$ cat src/design/assert_macros.svh
// ---------------------------------------------------------------------------
// Assertion macros
// Shared concurrent assertion helpers for the CSR builder blocks.
// ---------------------------------------------------------------------------
`ifndef ASSERT_MACROS_SVH
`define ASSERT_MACROS_SVH

`ifndef SYNTHESIS

// Checks a property at every rising clock edge outside reset.
`define ELCSR_ASSERT(label, clk, rst, prop, msg) \
   label: assert property (@(posedge clk) disable iff (rst) (prop)) else $error(msg);

// Checks that a condition in one cycle implies another in the next cycle.
`define ELCSR_ASSERT_NEXT(label, clk, rst, ante, cons, msg) \
   label: assert property (@(posedge clk) disable iff (rst) (ante) |=> (cons)) else $error(msg);

`else

`define ELCSR_ASSERT(label, clk, rst, prop, msg)
`define ELCSR_ASSERT_NEXT(label, clk, rst, ante, cons, msg)

`endif

`endif

$ cat src/design/elcsr_pkg.sv
// ---------------------------------------------------------------------------
// elcsr_pkg
// Sizes, codes and controller/datapath interface types of the CSR builder.
// ---------------------------------------------------------------------------
`timescale 1ns / 1ps

package elcsr_pkg;

   localparam int MAX_NODES      = 1024;
   localparam int MAX_EDGES      = 4096;
   localparam int KIND_BITS      = 8;

   localparam int NODE_BITS      = $clog2(MAX_NODES);
   localparam int NCOUNT_BITS    = NODE_BITS + 1;
   localparam int EDGE_ADDR_BITS = $clog2(MAX_EDGES);
   localparam int COUNT_BITS     = EDGE_ADDR_BITS + 1;
   localparam int INDEX_BITS     = 12;
   localparam int VALUE_BITS     = 13;
   localparam int STATUS_BITS    = 3;
   localparam int OP_BITS        = 2;
   localparam int RAW_BITS       = 2 * NODE_BITS + KIND_BITS;
   localparam int CSR_BITS       = NODE_BITS + KIND_BITS;

   typedef enum logic [OP_BITS-1:0] {
      OP_LOAD        = 2'd0,
      OP_BUILD       = 2'd1,
      OP_READ_OFFSET = 2'd2,
      OP_READ_EDGE   = 2'd3
   } op_type;

   typedef enum logic [STATUS_BITS-1:0] {
      RSP_OK        = 3'd0,
      RSP_FROZEN    = 3'd1,
      RSP_FULL      = 3'd2,
      RSP_RANGE     = 3'd3,
      RSP_NOT_BUILT = 3'd4
   } status_type;

   typedef enum logic [3:0] {
      STEP_IDLE    = 4'd0,
      STEP_CAPTURE = 4'd1,
      STEP_INIT    = 4'd2,
      STEP_CLEAR   = 4'd3,
      STEP_CNT_RAW = 4'd4,
      STEP_CNT_OFF = 4'd5,
      STEP_CNT_WR  = 4'd6,
      STEP_PFX_RD  = 4'd7,
      STEP_PFX_WR  = 4'd8,
      STEP_SCT_RAW = 4'd9,
      STEP_SCT_CUR = 4'd10,
      STEP_SCT_WR  = 4'd11,
      STEP_READ    = 4'd12,
      STEP_FINISH  = 4'd13
   } step_type;

   typedef struct packed {
      step_type step;
      logic     emit;
   } cmd_type;

   typedef struct packed {
      logic frozen;
      logic clear_last;
      logic edges_done;
      logic src_ok;
      logic pfx_done;
      logic out_blocked;
   } dp_status_type;

endpackage

$ cat src/design/elcsr_ctrl.sv
// ---------------------------------------------------------------------------
// elcsr_ctrl
// Controller: sequences request handling and the phases of the build.
// ---------------------------------------------------------------------------
`timescale 1ns / 1ps
`include "assert_macros.svh"

module elcsr_ctrl
   import elcsr_pkg::*;
(
   input  logic               clock,
   input  logic               reset,
   input  logic               req_valid,
   output logic               req_stall,
   input  logic [OP_BITS-1:0] req_op,
   input  dp_status_type      status,
   output cmd_type            cmd
);

   typedef enum logic [12:0] {
      S_IDLE    = 13'h0001,
      S_INIT    = 13'h0002,
      S_CLEAR   = 13'h0004,
      S_CNT_RAW = 13'h0008,
      S_CNT_OFF = 13'h0010,
      S_CNT_WR  = 13'h0020,
      S_PFX_RD  = 13'h0040,
      S_PFX_WR  = 13'h0080,
      S_SCT_RAW = 13'h0100,
      S_SCT_CUR = 13'h0200,
      S_SCT_WR  = 13'h0400,
      S_READ    = 13'h0800,
      S_FINISH  = 13'h1000
   } state_type;

   state_type state_ff, state_in;

   assign req_stall = (state_ff != S_IDLE);

   always_comb begin
      state_in = state_ff;
      cmd.step = STEP_IDLE;
      cmd.emit = 1'b0;
      unique case (state_ff)
         S_IDLE: begin
            if (req_valid) begin
               cmd.step = STEP_CAPTURE;
               unique case (op_type'(req_op))
                  OP_LOAD:        state_in = S_FINISH;
                  OP_BUILD:       state_in = status.frozen ? S_FINISH : S_INIT;
                  OP_READ_OFFSET: state_in = S_READ;
                  OP_READ_EDGE:   state_in = S_READ;
                  default:        state_in = S_IDLE;
               endcase
            end
         end
         S_INIT: begin
            cmd.step = STEP_INIT;
            state_in = S_CLEAR;
         end
         S_CLEAR: begin
            cmd.step = STEP_CLEAR;
            if (status.clear_last) begin
               state_in = S_CNT_RAW;
            end
         end
         S_CNT_RAW: begin
            cmd.step = STEP_CNT_RAW;
            state_in = status.edges_done ? S_PFX_RD : S_CNT_OFF;
         end
         S_CNT_OFF: begin
            cmd.step = STEP_CNT_OFF;
            state_in = status.src_ok ? S_CNT_WR : S_CNT_RAW;
         end
         S_CNT_WR: begin
            cmd.step = STEP_CNT_WR;
            state_in = S_CNT_RAW;
         end
         S_PFX_RD: begin
            cmd.step = STEP_PFX_RD;
            state_in = status.pfx_done ? S_SCT_RAW : S_PFX_WR;
         end
         S_PFX_WR: begin
            cmd.step = STEP_PFX_WR;
            state_in = S_PFX_RD;
         end
         S_SCT_RAW: begin
            cmd.step = STEP_SCT_RAW;
            state_in = status.edges_done ? S_FINISH : S_SCT_CUR;
         end
         S_SCT_CUR: begin
            cmd.step = STEP_SCT_CUR;
            state_in = status.src_ok ? S_SCT_WR : S_SCT_RAW;
         end
         S_SCT_WR: begin
            cmd.step = STEP_SCT_WR;
            state_in = S_SCT_RAW;
         end
         S_READ: begin
            cmd.step = STEP_READ;
            state_in = S_FINISH;
         end
         S_FINISH: begin
            cmd.step = STEP_FINISH;
            if (!status.out_blocked) begin
               cmd.emit = 1'b1;
               state_in = S_IDLE;
            end
         end
         default: begin
            state_in = S_IDLE;
         end
      endcase
   end

   always_ff @(posedge clock) begin
      if (reset) begin
         state_ff <= S_IDLE;
      end else begin
         state_ff <= state_in;
      end
   end

   // An accepted request always leaves the idle state.
   `ELCSR_ASSERT_NEXT(a_accept_busy, clock, reset, req_valid && !req_stall, state_ff != S_IDLE, "request accepted but controller stayed idle")
   // The build phases are never entered on a frozen graph.
   `ELCSR_ASSERT(a_build_unfrozen, clock, reset, (state_ff == S_INIT) |-> !status.frozen, "build started on frozen graph")

endmodule

$ cat config.mk
export PLATFORM = sky130hd
export DESIGN_NAME = elcsr_ctrl
export DESIGN_NICKNAME = d
export VERILOG_FILES = /design/src/design/elcsr_pkg.sv /design/src/design/elcsr_ctrl.sv
export VERILOG_INCLUDE_DIRS = /design/src /design/src/design
export SDC_FILE = /design/constraint.sdc
export NUM_CORES = 1
export LEC_CHECK = 0
export ABC_CLOCK_PERIOD_IN_PS = 2100
export BUFFER_PORTS_ARGS = -buffer_cell sky130_fd_sc_hd__buf_2
export CORE_MARGIN = 1.5
export CORE_UTILIZATION = 53
export CTS_CLUSTER_SIZE = 10
export DETAILED_ROUTE_END_ITERATION = 7
export PLACE_DENSITY_LB_ADDON = 0.1
export REMOVE_ABC_BUFFERS = 1
export SYNTH_ARGS = -nofsm -noshare
export SYNTH_HDL_FRONTEND = slang
export SYNTH_SLANG_ARGS = --single-unit
$ cat constraint.sdc
create_clock -name clock -period 2.1 [get_ports clock]
set_input_delay 0 -clock clock [delete_from_list [all_inputs] [get_ports clock]]
set_output_delay 0 -clock clock [all_outputs]
set_load 0.005 [all_outputs]
* Yosys cells after proc, flatten, opt, wreduce, memory -nomap -nowiden
Index checks and enable logic that the tools add are counted.
** Operators by class
- Bitwise gates (word level) :: 0
- Multiply operators :: 0
- Multiplexer cells :: 15
- Div/mod/pow operators :: 0
- Eq/ne operators :: 20
- Reduce and logical (&&, ||, !) cells :: 3
- Order comparisons :: 0
- Shift-type cells :: 0
- Add/subtract/negate cells :: 0
** Operators by type and width (count)
- one-hot mux 13 bit (13 select lines) :: 1
- 2-to-1 mux 13 bit :: 5
- one-hot mux 4 bit (13 select lines) :: 1
- one-hot mux 13 bit (3 select lines) :: 1
- equality test 13 x 1 -> 1 bit (second input constant) :: 1
- equality test 13 x 10 -> 1 bit (second input constant) :: 1
- equality test 13 x 11 -> 1 bit (second input constant) :: 1
- equality test 13 x 12 -> 1 bit (second input constant) :: 1
- equality test 13 bit (second input constant) :: 1
- equality test 13 x 2 -> 1 bit (second input constant) :: 1
- equality test 13 x 3 -> 1 bit (second input constant) :: 1
- equality test 13 x 4 -> 1 bit (second input constant) :: 1
- equality test 13 x 5 -> 1 bit (second input constant) :: 1
- equality test 13 x 6 -> 1 bit (second input constant) :: 1
- equality test 13 x 7 -> 1 bit (second input constant) :: 1
- equality test 13 x 8 -> 1 bit (second input constant) :: 1
- equality test 13 x 9 -> 1 bit (second input constant) :: 1
- != test 13 x 1 -> 1 bit (second input constant) :: 1
- 2-to-1 mux 11 bit :: 1
- 2-to-1 mux 9 bit :: 1
- 2-to-1 mux 7 bit :: 1
- 2-to-1 mux 6 bit :: 1
- != test 2 bit (second input constant) :: 3
- equality test 2 bit (second input constant) :: 2
- 5 further kinds :: 7
** Word-level totals
- Bits in registers :: 13
- Memory bits (writable) :: 0
- Bits in latches :: 0
- Memory bits (read-only) :: 0
- Memories :: 0

* Longest topological paths before layout
Gate-level depths: netlist of run 1.
- Word-level depth :: 5
- Gate-level depth with buffers :: 7

* Worst setup path after synthesis of run 1
No wires, ideal clock.
- Path kind :: flip-flop to flip-flop
- Start :: register state_ff[4]
- End :: register state_ff[0]
- Data required time :: 1.978 ns
- Cell stages (with the launch flop) :: 6
- Clock period less this slack :: 1.653 ns
- Setup slack :: 0.447 ns
- Buffers on the path :: 0
- Data arrival time :: 1.531 ns
- Cell sequence :: dfxtp_1 nor4_4 nand4_2 nor3b_4 nor3_1 a311o_1
** Between the ends
- Cells in the longest elaborated chain, start to end :: 3
- Elaborated cells between the ends (all ways) :: 18
- Classes of those cells :: eq/ne: 16; mux: 1; reduce/logical: 1
** Ends and longest elaborated chain
- from (decl) :: RTL line elcsr_ctrl.sv:36 : state_type state_ff, state_in;
- from (signal assigned) :: RTL line elcsr_ctrl.sv:120 : state_ff <= state_in;
- equality test 13 x 3 -> 1 bit, or another cell as far along :: RTL line elcsr_ctrl.sv:44 : unique case (state_ff)
- != test 2 bit (no source line)
- AND reduction 3 bit (no source line)
Parallel ways exist; a longest one is shown, timed or not.
A chain may end at the register's enable or synchronous reset.

==> impl_metrics.json, run 1 <==
{
  "cts-root-buf": "clkbuf_4",
  "final.setup.tns_ns": 0,
  "track_usage_pct": 25.6,
  "drv_slew": 0,
  "rows": 14,
  "violations": "DRC",
  "wl_met3_microns": 242,
  "p_leak_nw": 0.476,
  "gp_congestion": 0.922,
  "yosysUniqueCellTypes": 39,
  "synth_area_sq_um": 910,
  "fin_cells": 157,
  "wl_met1_microns": 1000,
  "drt-initial-drc-count": 63,
  "io_buffers": 16,
  "place_inst": 142,
  "total_power_uw": 661,
  "nets": 153,
  "n_fill_cell": 120,
  "die_w_microns": 44.4,
  "initial_core_util_pct": 58.3,
  "first_pass_iters": 6,
  "area_delta_synth_final_pct": 23.4,
  "period_needed_ns": 2.08,
  "status": "finished with violations",
  "cts_tree": "yes",
  "place_area_sq_um": 981,
  "max-cap-violations": 0,
  "finalCritPeriodShare_pct": 99.2,
  "chipHeight_microns": 44.4,
  "clk_pin_slew_ns": 0.08,
  "netlist.area_leader.share_pct": 28.6,
  "top_register": "state_ff",
  "fmax_mhz": 480,
  "ir_drop_mv": 0.406,
  "highest_layer": "met4",
  "setup.worst_path.class": "flip-flop to primary output",
  "required_ns": 2.10,
  "final_layout_size_suffix_gt1_share_pct": 26.2,
  "route.detailed.drc": 1,
  "worstMarginPinSlew_ns": 0.421,
  "grt_remaining_overflow": 0,
  "fin_util_pct": 72.0,
  "synthCells": 113,
  "grt_max_degree": 10,
  "synthTopCellsByArea": "dfxtp_1 (29%), nor2_1 (7.0%), nor4_4 (4.7%)",
  "power.density_nw_per_um2": 589,
  "max-slew-margin-rel_pct": 71.9,
  "top_regs": "state_ff (13)",
  "cp-start-kind": "flip-flop",
  "grt_pass1_vias": 801,
  "final_area_sq_um": 1120,
  "wirelength_microns": 2410,
  "dr_wl_met2_microns": 1110,
  "clk-insertion-delay-late_ns": 0.28,
  "hold_class": "input port to flip-flop",
  "clock_sinks": 13,
  "grt_first_pass_wirelength_microns": 3580,
  "dp_hpwl_microns": 1660,
  "yosysSeqAreaShare_pct": 28.6,
  "yosys_warnings": 0,
  "vias_per_cell": 6.31,
  "synth_area_per_cell_sq_um": 8.05,
  "dr_total_vias": 990,
  "fp.coreArea_sq_um": 1560,
  "wl_per_cell_microns": 15.4,
  "largest_reg_flops": 13,
  "finalHoldViolCount": 0,
  "ctsHtreeMaxLevel": 1,
  "antennaDiodeCount": 0,
  "numCtsBuffers": 3,
  "crit_path_end_kind": "primary output",
  "finClkSkew_ns": 0.000969,
  "yosys.area.top_type": "dfxtp_1",
  "ios": 17,
  "antenna_found_initial": 0,
  "cp.arrival_ns": 2.08,
  "ys_ff_latch": 13,
  "setup_viol": 0,
  "critical_path_peak_fanout": 8,
  "cts.path.max_buffers": 2,
  "die_area_sq_um": 1970,
  "postRouteAntennaNets": 0
}
==> what timing repair did <==
action                                  4_1_cts  5_1_grt
setup buffers                                 0        5
resized for setup                             1        2
endpoints found under the setup margin        1        2
pin swaps                                     0        2
endpoints found under the hold margin         8        0
hold buffers                                  6        0
==> metrics by stage <==
step                      setup slack (ns)  hold WS (ns)
final                               0.0164        0.0239
after global routing               -0.0278        0.0265
after CTS                           0.0301        0.0165
after detailed placement             0.244         0.189
after global placement               0.238         0.181
after floorplan                      0.447        0.0311
==> metal layers <==
| metal | vias to the layer above | track usage [%] |
|---|---|---|
| li1 | 476 | - |
| met1 | 449 | 36.7 |
| met2 | 58 | 36.2 |
| met3 | 7 | 3.67 |
| met4 | 0 | 15.2 |
| met5 | - | 0 |
==> cell families (layout without fill, tap and decap cells) <==
| family | after synthesis | count (layout) | synth area share [%] |
|---|---|---|---|
| AOI/OAI and AO/OA | 20 | 20 | 15.0 |
| and+or+nand+nor | 69 | 69 | 47.3 |
| DFF | 13 | 13 | 28.6 |
| buffers and inverters | 7 | 35 | 5.23 |
| xor gates and xnor gates | 4 | 4 | 3.85 |
==> Yosys cell counts, drive strengths merged <==
master          n
nor2           17
nor3b           3
a311oi          2
or3b            1
a311o           1
nand4           3
o21a            2
buf             3
or3             1
o2111ai         1
a21oi           5
a2bb2oi         2
and4b           1
or2             2
a22oi           1
and2            2
nor4            7
xor2            3
nand3b          1
o21ai           4
xnor2           1
nand2           8
and3            2
a21o            1
nor3            7
a31oi           1
nor2b           2
dfxtp          13
nand3           4
inv             3
clkdlybuf4s25   1
nand2b          4
nand4b          4
==> layout make-up <==
class | count | area, sq um | area share (%)
multi-input combinational | 93 | 619 | 55.2
tap | 16 | 20.0 | 1.78
inverter | 3 | 11.3 | 1.00
clock buffer | 4 | 26.3 | 2.34
timing repair buffer | 28 | 185 | 16.5
sequential | 13 | 260 | 23.2
==> worst max-delay path, stage by stage, from the launching register on <==
cell       delay (ns)
dfxtp_1          0.41
nor4_4           0.42
and3_4           0.26
nand4b_1         0.19
and2_1           0.23
o2111ai_1        0.13
buf_2            0.16
==> power breakdown <==
part,switching (mW),internal (mW),leakage [nW]
clock network,0.0902,0.0739,0.0150
registers,0.0147,0.255,0.105
logic,0.119,0.108,0.355
==> final timing paths <==
check | from | end | slack (ns) | cells after the start
worst max-delay path | state_ff[3] | cmd[1] | 0.02 | 6
worst min-delay path | reset | state_ff[2] | 0.02 | 2
worst max register to register | state_ff[3] | state_ff[0] | 0.17 | 6
worst min register to register | state_ff[9] | state_ff[10] | 0.60 | 2
==> layout by cell type (no fill, tap or decap), drive strengths merged <==
master and instances:
nand4b 4, or3 1, xnor2 1, nand2b 4, nand3 4, a2bb2oi 2, a22oi 1, and2 2
nor2 17, nand2 8, a311o 1, nor3b 3, nand3b 1, nand4 3, dfxtp 13, and4b 1
or3b 1, or2 2, xor2 3, dlygate4sd3 6, inv 3, o2111ai 1, o21a 2, o21ai 4
nor4 7, nor2b 2, nor3 7, a31oi 1, and3 2, a311oi 2, clkbuf 4, a21oi 5
a21o 1, buf 22
(Power assumes the default switching activity.)
==> run 2, diff against run 1 <==
--- a/config.mk
+++ b/config.mk
@@ -14,6 +14,7 @@
 export DETAILED_ROUTE_END_ITERATION = 7
 export PLACE_DENSITY_LB_ADDON = 0.1
 export REMOVE_ABC_BUFFERS = 1
+export SETUP_SLACK_MARGIN = 0.2
 export SYNTH_ARGS = -nofsm -noshare
 export SYNTH_HDL_FRONTEND = slang
 export SYNTH_SLANG_ARGS = --single-unit
==> constraint.sdc (replaced) <==
create_clock -name clock -period 2.1 [get_ports clock]
set_input_delay 0.525 -clock clock [delete_from_list [all_inputs] [get_ports clock]]
set_output_delay 0.525 -clock clock [all_outputs]
set_load 0.005 [all_outputs]
==> impl_metrics.json, run 2 (same netlist as run 1, synthesis figures left out) <==
{
  "chipHeight_microns": 44.4,
  "max-slew-margin-rel_pct": 77.7,
  "finalCritPeriodShare_pct": 114,
  "numCtsBuffers": 3,
  "rows": 14,
  "grt_max_degree": 10,
  "crit_chain": "nor4_4 > buf_4 > nand4b_1 > a21oi_2 > or3_1 > buf_2",
  "antennaDiodeCount": 0,
  "multi_input_area_sq_um": 691,
  "cp_top_family": "simple AND/OR/NAND/NOR gates",
  "grt_first_pass_wirelength_microns": 4960,
  "postRouteAntennaNets": 0,
  "status": "finished with violations",
  "p_leak_nw": 0.611,
  "cts_tree": "yes",
  "seq_area_sq_um": 288,
  "hold_class": "input port to flip-flop",
  "worstMarginPinSlew_ns": 0.332,
  "cpPeakStageDelay_ns": 0.37,
  "top_register": "state_ff",
  "clk-insertion-delay-late_ns": 0.28,
  "finalHoldViolCount": 0,
  "route.detailed.drc": 1,
  "period_needed_ns": 2.38,
  "pre_cts_slack_ns": 0.0894,
  "grt_remaining_overflow": 0,
  "drt-initial-drc-count": 110,
  "fp.coreArea_sq_um": 1560,
  "required_ns": 1.57,
  "nets": 175,
  "ir_drop_mv": 0.425,
  "die_w_microns": 44.4,
  "fin_ws_ns": -0.284,
  "initial_core_util_pct": 58.3,
  "clock_sinks": 13,
  "ios": 17,
  "dp_hpwl_microns": 1820,
  "cts-root-buf": "clkbuf_4",
  "cp_num_buf_inv": 2,
  "total_power_uw": 789,
  "largest_reg_flops": 13,
  "area_delta_synth_final_pct": 52.5,
  "wirelength_microns": 3470,
  "setup_viol": 6,
  "vias_per_cell": 6.59,
  "dr_total_vias": 1180,
  "ctsHtreeMaxLevel": 1,
  "grt_pass1_vias": 1052,
  "violations": "DRC, setup timing",
  "n_fill_cell": 73,
  "place_area_sq_um": 1100,
  "track_usage_pct": 35.4,
  "rsz0062_at_grt": "true",
  "first_pass_iters": 6,
  "clk_pin_slew_ns": 0.08,
  "final_layout_size_suffix_gt1_share_pct": 54.6,
  "final_common_cell": "buf_4",
  "mostFrequentLayoutCells": "buf_4 (32), nor2_1 (16), buf_2 (15)",
  "critical_path_peak_fanout": 5,
  "io_buffers": 16,
  "setup.worst_path.class": "flip-flop to primary output",
  "drv_slew": 0,
  "die_area_sq_um": 1970,
  "top_regs": "state_ff (13)",
  "slowest_stage": "dfxtp_4",
  "cp.arrival_ns": 1.86,
  "max-cap-violations": 0,
  "antenna_found_initial": 0,
  "cts.path.max_buffers": 2,
  "cp-start-kind": "flip-flop",
  "crit_path_end_kind": "primary output",
  "wl_per_cell_microns": 19.4,
  "gp_congestion": 0.909,
  "place_inst": 158,
  "finClkSkew_ns": 0.000523,
  "fmax_mhz": 419,
  "final_area_sq_um": 1390,
  "fin_cells": 179,
  "power.density_nw_per_um2": 569
}
==> run 2: cell types whose count changed in the layout (fill, tap and decap cells not counted), sizes merged <==
| cell | change |
|---|---|
| buf | +28 |
| dlygate4sd3 | -6 |
==> run 2: worst paths after layout <==
path	startpoint	depth (start not counted)	end	slack (ns)
min reg2reg	state_ff[3]	2	state_ff[6]	0.57
max reg2reg	state_ff[4]	8	state_ff[1]	0.11
max	state_ff[0]	6	cmd[2]	-0.28
min	req_op[1]	2	state_ff[1]	0.41
==> run 2: final cells by class <==
| type | instances | area share [%] |
|---|---|---|
| flip-flops and latches | 13 | 20.7 |
| repair buffers | 50 | 25.2 |
| well taps | 16 | 1.44 |
| clock buffers | 4 | 1.89 |
| inverters | 3 | 0.992 |
| multi-input cells | 93 | 49.8 |
==> run 2: report_power, final <==
group / total [mW] / switching, mW / leakage [nW] / internal (mW)
clock network: 0.158 / 0.0845 / 0.0150 / 0.0738
registers: 0.265 / 0.0126 / 0.111 / 0.252
logic: 0.366 / 0.179 / 0.485 / 0.187
==> run 2: per-layer routing <==
metal	wire length, microns	global-route usage [%]	part of all wire, %	vias up
li1	-	-	-	520
met5	0	0	0	-
met1	1410	47.2	41	559
met3	321	6.53	9.2	15
met4	143	18.8	4.1	0
met2	1590	54.1	46	86
==> run 2: repair_timing <==
item	CTS	global route
hold buffers	0	0
pin swaps	9	11
resized for setup	24	19
buffers inserted	5	12
gates cloned	0	0
endpoints found under the setup margin	6	9
==> run 2: metrics by stage <==
| step | hold WS, ns | utilization (%) | setup TNS (ns) |
|---|---|---|---|
| final | 0.411 | 89.0 | -1.16 |
| after global routing | 0.408 | 89.0 | -1.43 |
| after CTS | 0.406 | 79.1 | -0.458 |
| after detailed placement | 0.577 | 70.6 | 0 |
| after global placement | 0.566 | 70.6 | 0 |
| after floorplan | 0.512 | - | 0 |
==> run 3, diff against run 2 <==
--- a/config.mk
+++ b/config.mk
@@ -8,8 +8,10 @@
 export LEC_CHECK = 0
 export ABC_CLOCK_PERIOD_IN_PS = 2100
 export BUFFER_PORTS_ARGS = -buffer_cell sky130_fd_sc_hd__buf_2
+export CELL_PAD_IN_SITES_DETAIL_PLACEMENT = 1
+export CELL_PAD_IN_SITES_GLOBAL_PLACEMENT = 2
 export CORE_MARGIN = 1.5
-export CORE_UTILIZATION = 53
+export CORE_UTILIZATION = 31
 export CTS_CLUSTER_SIZE = 10
 export DETAILED_ROUTE_END_ITERATION = 7
 export PLACE_DENSITY_LB_ADDON = 0.1
==> impl_metrics.json, run 3 (same netlist as run 1, synthesis figures left out) <==
{
  "clk_pin_slew_ns": 0.11,
  "fmax_mhz": 432,
  "ir_drop_mv": 0.302,
  "clock_sinks": 13,
  "finalHoldViolCount": 0,
  "dp_hpwl_microns": 2340,
  "fin_hold_ws_ns": 0.402,
  "cts-root-buf": "clkbuf_4",
  "max-cap-violations": 0,
  "grt_max_degree": 10,
  "grt_first_pass_wirelength_microns": 5120,
  "finClkSkew_ns": 0.0149,
  "p_leak_nw": 0.624,
  "mostFrequentLayoutCells": "buf_4 (25), nor2_1 (17), buf_2 (16)",
  "required_ns": 1.57,
  "ios": 17,
  "die_w_microns": 57.2,
  "rsz0062_at_grt": "true",
  "drv_slew": 0,
  "max-slew-margin-rel_pct": 79.7,
  "initial_core_util_pct": 32.7,
  "fin_ws_ns": -0.217,
  "crit_path_end_kind": "primary output",
  "io_buffers": 16,
  "die_area_sq_um": 3270,
  "top_regs": "state_ff (13)",
  "cp-start-kind": "flip-flop",
  "clkPwrFrac_pct": 23.2,
  "p_int_uw": 500,
  "final_common_cell": "buf_4",
  "final_layout_size_suffix_gt1_share_pct": 50.0,
  "drt-initial-drc-count": 15,
  "antennaDiodeCount": 0,
  "finalCritPeriodShare_pct": 110,
  "comb_power_share_pct": 42.8,
  "route.detailed.drc": 0,
  "vias_per_cell": 5.39,
  "seqPwrFrac_pct": 34.0,
  "largest_reg_flops": 13,
  "grt_pass1_vias": 1094,
  "period_needed_ns": 2.32,
  "power.density_nw_per_um2": 548,
  "hold_class": "input port to flip-flop",
  "numCtsBuffers": 3,
  "cts_tree": "yes",
  "cts.path.max_buffers": 2,
  "setup_viol": 7,
  "track_usage_pct": 20.0,
  "fp.coreArea_sq_um": 2780,
  "violations": "setup timing",
  "area_delta_synth_final_pct": 55.6,
  "postRouteAntennaNets": 0,
  "clk-insertion-delay-late_ns": 0.30,
  "chipHeight_microns": 57.2,
  "gp_congestion": 0.817,
  "antenna_found_initial": 0,
  "first_pass_iters": 5,
  "wirelength_microns": 3240,
  "netSwitchingPower_uw": 275,
  "rows": 19,
  "ctsHtreeMaxLevel": 1,
  "top_register": "state_ff",
  "dr_total_vias": 1052,
  "status": "finished with violations",
  "cp.arrival_ns": 1.79,
  "grt_remaining_overflow": 0,
  "p_sw_share_pct": 35.4,
  "worstMarginPinSlew_ns": 0.303,
  "nets": 176,
  "critical_path_peak_fanout": 5,
  "setup.worst_path.class": "flip-flop to primary output",
  "wl_per_cell_microns": 16.6,
  "total_power_uw": 775
}
-- run 3: cell types whose count changed in the layout (fill, tap and decap cells not counted), moves of 4 or more --
cell,previous run,this run
dfxtp_4,6,1
buf_6,3,10
buf_4,32,25
dfxtp_1,3,7
-- run 3: layout make-up --
type / instances / area [sq um]
inverter: 3 / 11.3
timing repair buffer: 51 / 380
fill: 355 / 1370
sequential: 13 / 270
multi-input combinational: 93 / 688
clock buffer: 4 / 26.3
tap: 31 / 38.8
-- run 3: worst max-delay path, cell delays in order, from the launching register on --
cell and delay (ns):
dfxtp_2 0.35, nor4_4 0.34, buf_4 0.22, nand4b_1 0.15, a21oi_2 0.21, or3_1 0.12
buf_2 0.10
-- run 3: power by group through the flow --
stage	combinational (mW)	sequential (mW)	clock, mW
floorplan	0.131	0.272	0
global placement	0.248	0.269	0
detailed placement	0.250	0.269	0
CTS	0.295	0.263	0.175
global route	0.355	0.265	0.191
finish	0.332	0.263	0.180
-- run 3: path summary, 6_finish.rpt --
kind	slack, ns	cells past startpoint	start	to
max	-0.22	6	state_ff[0]	cmd[2]
min	0.40	2	status[1]	state_ff[7]
max reg2reg	-0.08	12	state_ff[0]	state_ff[6]
min reg2reg	0.62	2	state_ff[6]	state_ff[7]
-- run 3: timing repair --
item                       in CTS  in global routing
gates resized for setup        16                 22
hold buffers                    0                  0
setup buffers                  13                  5
setup endpoints to repair       6                 12
pin swaps                       6                  7
gates cloned                    0                  0
-- run 3: metal layers --
layer  up-vias  part of all wire [%]  GRT usage (%)
met2        17                    48           33.5
met1       508                    48           26.8
met3         5                   2.8           3.63
met4         0                   1.6           4.98
li1        522                     -              -
met5         -                     0              0
-- run 3: per-stage QoR --
stage	worst slack, ns	TNS (ns)	instances	util [%]	cell area (sq um)
4_1_cts	-0.198	-0.866	190	46.6	1300
3_5_place_dp	-0.0555	-0.0555	173	40.3	1120
6_report	-0.217	-1.05	195	50.9	1420
5_1_grt	-0.283	-1.50	195	50.9	1420
2_1_floorplan	0.153	0	109	-	873
3_3_place_gp	0.0875	0	173	40.3	1120
